**src/npc_pkg.sv**
```systemverilog
package npc_pkg;

    localparam int DEFAULT_PALETTE_ENTRIES = 256;
    localparam int WRITABLE_ENTRIES        = 256;
    localparam int CH_W                    = 8;
    localparam int IDX_W                   = 8;
    localparam int SQ_W                    = 16;
    localparam int DIST_W                  = 18;

    localparam logic [DIST_W-1:0] MAX_DIST = 18'd195075;

    localparam logic CMD_WRITE = 1'b0;
    localparam logic CMD_QUERY = 1'b1;

    typedef struct packed {
        logic [CH_W-1:0] r;
        logic [CH_W-1:0] g;
        logic [CH_W-1:0] b;
    } color_t;

    // travels with each palette entry through the read/distance pipeline
    typedef struct packed {
        logic             vld;
        logic             first;
        logic             last;
        logic [IDX_W-1:0] idx;
    } tag_t;

endpackage

```
**src/npc_distance.sv**
```systemverilog
module npc_distance (
    input  logic                         clk,
    input  logic                         rst_n,
    input  npc_pkg::color_t              color,
    input  npc_pkg::color_t              entry,
    input  npc_pkg::tag_t                tag_in,
    output logic [npc_pkg::DIST_W-1:0]   dist_sq,
    output npc_pkg::tag_t                tag_out
);
    import npc_pkg::*;

    color_t            diff_reg;
    logic [SQ_W-1:0]   sq_r_reg;
    logic [SQ_W-1:0]   sq_g_reg;
    logic [SQ_W-1:0]   sq_b_reg;
    logic [DIST_W-1:0] dist_reg;
    tag_t              tag1_reg;
    tag_t              tag2_reg;
    tag_t              tag3_reg;

    function automatic logic [CH_W-1:0] abs_diff(input logic [CH_W-1:0] a,
                                                 input logic [CH_W-1:0] b);
        return (a >= b) ? (a - b) : (b - a);
    endfunction

    always_ff @(posedge clk)
    begin
        diff_reg.r <= abs_diff(color.r, entry.r);
        diff_reg.g <= abs_diff(color.g, entry.g);
        diff_reg.b <= abs_diff(color.b, entry.b);
        sq_r_reg   <= SQ_W'(diff_reg.r) * SQ_W'(diff_reg.r);
        sq_g_reg   <= SQ_W'(diff_reg.g) * SQ_W'(diff_reg.g);
        sq_b_reg   <= SQ_W'(diff_reg.b) * SQ_W'(diff_reg.b);
        dist_reg   <= DIST_W'(sq_r_reg) + DIST_W'(sq_g_reg) + DIST_W'(sq_b_reg);
    end

    always_ff @(posedge clk or negedge rst_n)
    begin
        if (!rst_n)
        begin
            tag1_reg <= '0;
            tag2_reg <= '0;
            tag3_reg <= '0;
        end
        else
        begin
            tag1_reg <= tag_in;
            tag2_reg <= tag1_reg;
            tag3_reg <= tag2_reg;
        end
    end

    assign dist_sq = dist_reg;
    assign tag_out = tag3_reg;

endmodule
```
**config.mk**
```make
export PLATFORM = sky130hd
export DESIGN_NAME = npc_distance
export DESIGN_NICKNAME = d
export VERILOG_FILES = /design/src/npc_pkg.sv /design/src/npc_distance.sv
export SDC_FILE = /design/constraint.sdc
export NUM_CORES = 1
export LEC_CHECK = 0
export ABC_AREA = 0
export BUFFER_PORTS_ARGS = -buffer_cell sky130_fd_sc_hd__buf_2
export CORE_AREA = 3 3 107 186
export DETAILED_ROUTE_END_ITERATION = 10
export DIE_AREA = 0 0 110 189
export GPL_TIMING_DRIVEN = 0
export PLACE_DENSITY = 0.77
export SLEW_MARGIN = 25
export SYNTH_ARGS = -nofsm -noshare
export SYNTH_HDL_FRONTEND = slang
export SYNTH_SLANG_ARGS = --single-unit
```
**constraint.sdc**
```tcl
create_clock -name clk -period 4.25 [get_ports clk]
set_input_delay 1.0625 -clock clk [delete_from_list [all_inputs] [get_ports clk]]
set_output_delay 1.0625 -clock clk [all_outputs]
set_load 0.05 [all_outputs]
```
# Word-level counts from Yosys, hierarchy flattened
# Index checks and enable logic that the tools add are counted.
# totals
regBits	123
latchBits	0
ram_bits	0
rom_bits	0
in_bits	61
out_inout_bits	29
wordCells	36
n_memories	0
# op_classes
addsub	8
n_mul	3
div_mod_pow	0
magnitude_cmp	3
n_eq_ne	0
shift	0
muxes	3
n_bitwise	0
reduce_logical	0
# ops
operator	count
$mul A8 B8 Y16	3
$sub A8 B8 Y8	6
$ge A8 B8 Y1	3
$mux W8	3
$add A17 B16 Y18	1
$add A16 B16 Y17	1

# Longest topological paths before layout
# depth
depth_word	2
ltp_mapped	17
mapped_depth_nobuf	16

# Least setup slack after synthesis
# Ideal clock, no wire load.
# synth_timing
path_kind	register to register
from	reg diff_reg[18] (netlist bit)
to	reg sq_r_reg[15]
setup_time_ns	0.072
arrival_time_ns	4.144
required_time_ns	4.178
setup_slack_ns	0.034
path_stages_with_launch	17
n_path_buf	1
period_less_slack_ns	4.216
path_cell_list	dfxtp_1 clkbuf_1 nand2_1 fa_1 inv_1 fa_1 fa_1 inv_1 fa_1 inv_1 ha_1 and3_1 a221o_1 a21oi_1 o21ai_0 a21oi_1 xor2_1
# synth_via
elab_chain_cells	1
# synth_rtl
item	line_no	text
start, declared	npc_distance.sv:12	color_t diff_reg;
$mul A8 B8 Y16	npc_distance.sv:31	sq_r_reg <= SQ_W'(diff_reg.r) * SQ_W'(diff_reg.r);
end signal, assigned	npc_distance.sv:31	
end, declared	npc_distance.sv:13	logic [SQ_W-1:0] sq_r_reg;
# Every way passes these cells.

# Final worst setup path
# layout_timing
from	reg diff_reg[10] (netlist bit)
to	reg sq_g_reg[12]
# layout_via
elab_chain_cells	1
# layout_rtl
item	line_no	text
$mul A8 B8 Y16	npc_distance.sv:32	sq_g_reg <= SQ_W'(diff_reg.g) * SQ_W'(diff_reg.g);
end signal, assigned	npc_distance.sv:32	
end, declared	npc_distance.sv:14	logic [SQ_W-1:0] sq_g_reg;
# Every way passes these cells.

==> metrics.csv <==
stage;metric;value;unit
critical_path;r2r_slack;130;ps
logic_synthesis;async_flop_share;0.275;
timing;max_freq;243;MHz
outcome;status;finished, final reports clean;
die;io_pins;90;
clock_network;clk_latency;410;ps
die;row_count;66;
finish;final_cell_mix;inv_1, ha_1, fa_1;
placed_design;place_area;11000;um2
detailed_routing;post_drt_via_cell_ratio;5.20;
timing;finalCritPeriodShare;0.970;
critical_path;rr_endpoint;sq_g_reg[12];
clock_network;cts_tree;done;
job;max_cap_viol_count;0;
critical_path;crit_fanout;8;
grt;overflow;0;
die;start_util;0.553;
detailed_routing;routedWlPerCell;14.0;um
critical_path;max_stage_delay;560;ps
worst_hold_path;min_to;tag2_reg[6];
die;die_h;189;um
logic_synthesis;synth_seq_cells;120;
logic_synthesis;syn_area;10300;um2
worst_hold_path;hp-start;tag1_reg[6];
critical_path;critPathSlowestCell;fa_1;
finish;final_common_cell;inv_1;
grt;antenna_found_initial;0;
critical_path;reg2reg_depth;13;
critical_path;timing.rr.start;diff_reg[10];
grt;grt_pass1_vias;7729;
timing;slew_violations;0;
detailed_routing;drt_wl_total;19700;um
critical_path;crit_type;flip-flop to flip-flop;
clock_network;cts_root_buf;clkbuf_16;
detailed_routing;first_pass_iters;4;
critical_path;start_kind;flip-flop;
finish;fin_cells;1407;
logic_synthesis;ys_warn_count;0;
detailed_routing;ant_nets;0;
placed_design;place_hpwl;15500;um
logic_synthesis;syn_avg_cell_area;9.86;um2
logic_synthesis;synth_edf_count;0;
placed_design;dp_cells;1371;
detailed_routing;drc_errors;0;
finish;fin_area;11900;um2
critical_path;cp-end-kind;flip-flop;
critical_path;cp_cell_sequence;and2_1, ha_1, or2_2, fa_1, fa_1, fa_1, ha_4, o21a_1, or2_2, a31o_2, a21o_1, a21oi_2, xnor2_1;
clock_network;h-tree-depth;4;
grt;track_usage;0.199;
die;die_w;110;um
die;die_area;20800;um2
worst_hold_path;min_path_cells;0;
grt;grt_pass1_wl;33500;um
timing;worst_slew_margin_rel;0.551;
critical_path;cp.required;4580;ps
clock_network;cts_buffer_depth;2;
die;coreArea;18600;um2
detailed_routing;vias;7317;
logic_synthesis;synthCells;1042;
finish;drive_above_1_share;0.175;
finish;largest_register_ffs;24;
logic_synthesis;synth_ff_type;dfxtp_1;
finish;antennaDiodeCount;0;
timing;clock_skew;10.8;ps
worst_hold_path;hold_class;flip-flop to flip-flop;
timing;hold_slack;347;ps
timing;timing.final.crit_period;4120;ps
finish;area_growth;15.8;%
clock_network;cts.sinks;120;
placed_design;gp_congestion;0.904;
logic_synthesis;synth.distinct_cells;47;
placed_design;port_buffers;89;
clock_network;numCtsBuffers;17;
timing;finalSetupViolations;0;
critical_path;cp.arrival;4450;ps
timing;hold_violations;0;
critical_path;crit_path_frequent_cell;fa_1;
timing;tightest_slew;674;ps
grt;grt_max_degree;34;
finish;fin_nets;1462;
timing;grt_setup_unrepaired;yes;
logic_synthesis;seq_area_frac_synth;0.250;
detailed_routing;drtIter0Drc;274;
clock_network;clk_pin_slew;60;ps
cells by family after synthesis:
group	after synthesis	synth area share
AND/OR/NAND/NOR	194	0.101
XOR/XNOR	80	0.0682
buffers and inverters	200	0.0754
adder cells (fa/ha/maj)	245	0.369
flip-flops	120	0.250
other	1	0.000365
AO/OA/AOI/OAI	178	0.112
multiplexers	24	0.0234
synth_stat cells (all sizes together), types with 33 or more instances:
cell     n  area share
a21oi   53       0.026
and2    67       0.041
dfrtp   33       0.080
dfxtp   87        0.17
fa      97        0.19
ha     148        0.18
inv    185       0.068
nand2   34       0.012
nor2    34       0.012
o21ai   39       0.019
xnor2   44       0.038
xor2    36       0.031
area by class of cell:
cell class	instances	area (um2)
fill	1501	6680
tap	238	298
multi-input combinational	724	7110
inverter	185	698
sequential	120	2610
clock buffer	17	425
clock inverter	15	176
buffer	13	97.6
timing repair buffer	95	490
stage by stage:
stage	worst slack (ps)	TNS, ps	utilization
finish	128	0	0.641
global route	-69.3	-169	0.641
CTS	0.274	0	0.631
detailed placement	-383	-2040	0.593
global placement	-304	-1440	0.593
floorplan	34.0	0	-
metal layers:
metal / vias to the layer above / share of wire / global-route usage
met3: 30 / 0.031 / 0.0270
met4: 0 / 0.023 / 0.0715
li1: 3594 / - / -
met5: - / 0 / 0
met1: 3555 / 0.37 / 0.207
met2: 138 / 0.58 / 0.390
worst max-delay path by stage:
stage                       from           end  slack [ps]  cells past startpoint
CTS                 diff_reg[22]  sq_r_reg[13]         0.3                     15
global route        diff_reg[18]  sq_r_reg[15]         -70                     16
floorplan           diff_reg[18]  sq_r_reg[15]          30                     16
detailed placement  diff_reg[18]  sq_r_reg[15]        -380                     16
global placement    diff_reg[18]  sq_r_reg[15]        -300                     16
finish              diff_reg[10]  sq_g_reg[12]         130                     13
repair_timing:
action                                  in CTS  in global routing
pin swaps                                    1                 16
resized for setup                           31                 46
endpoints found under the setup margin      15                 13
hold buffers                                 0                  0
buffers inserted                             1                  5
worst max-delay path, delay by kind of cell (launching register included):
kind | cells | cell delay (ps)
DFF | 1 | 370
AOI/OAI and AO/OA | 4 | 790
adders and majority gates | 5 | 1960
and+or+nand+nor | 3 | 780
xor gates and xnor gates | 1 | 130
Power is left out: the tool's default activity adds up to more than one toggle a clock period on the data nets, which glitch-free logic cannot reach.
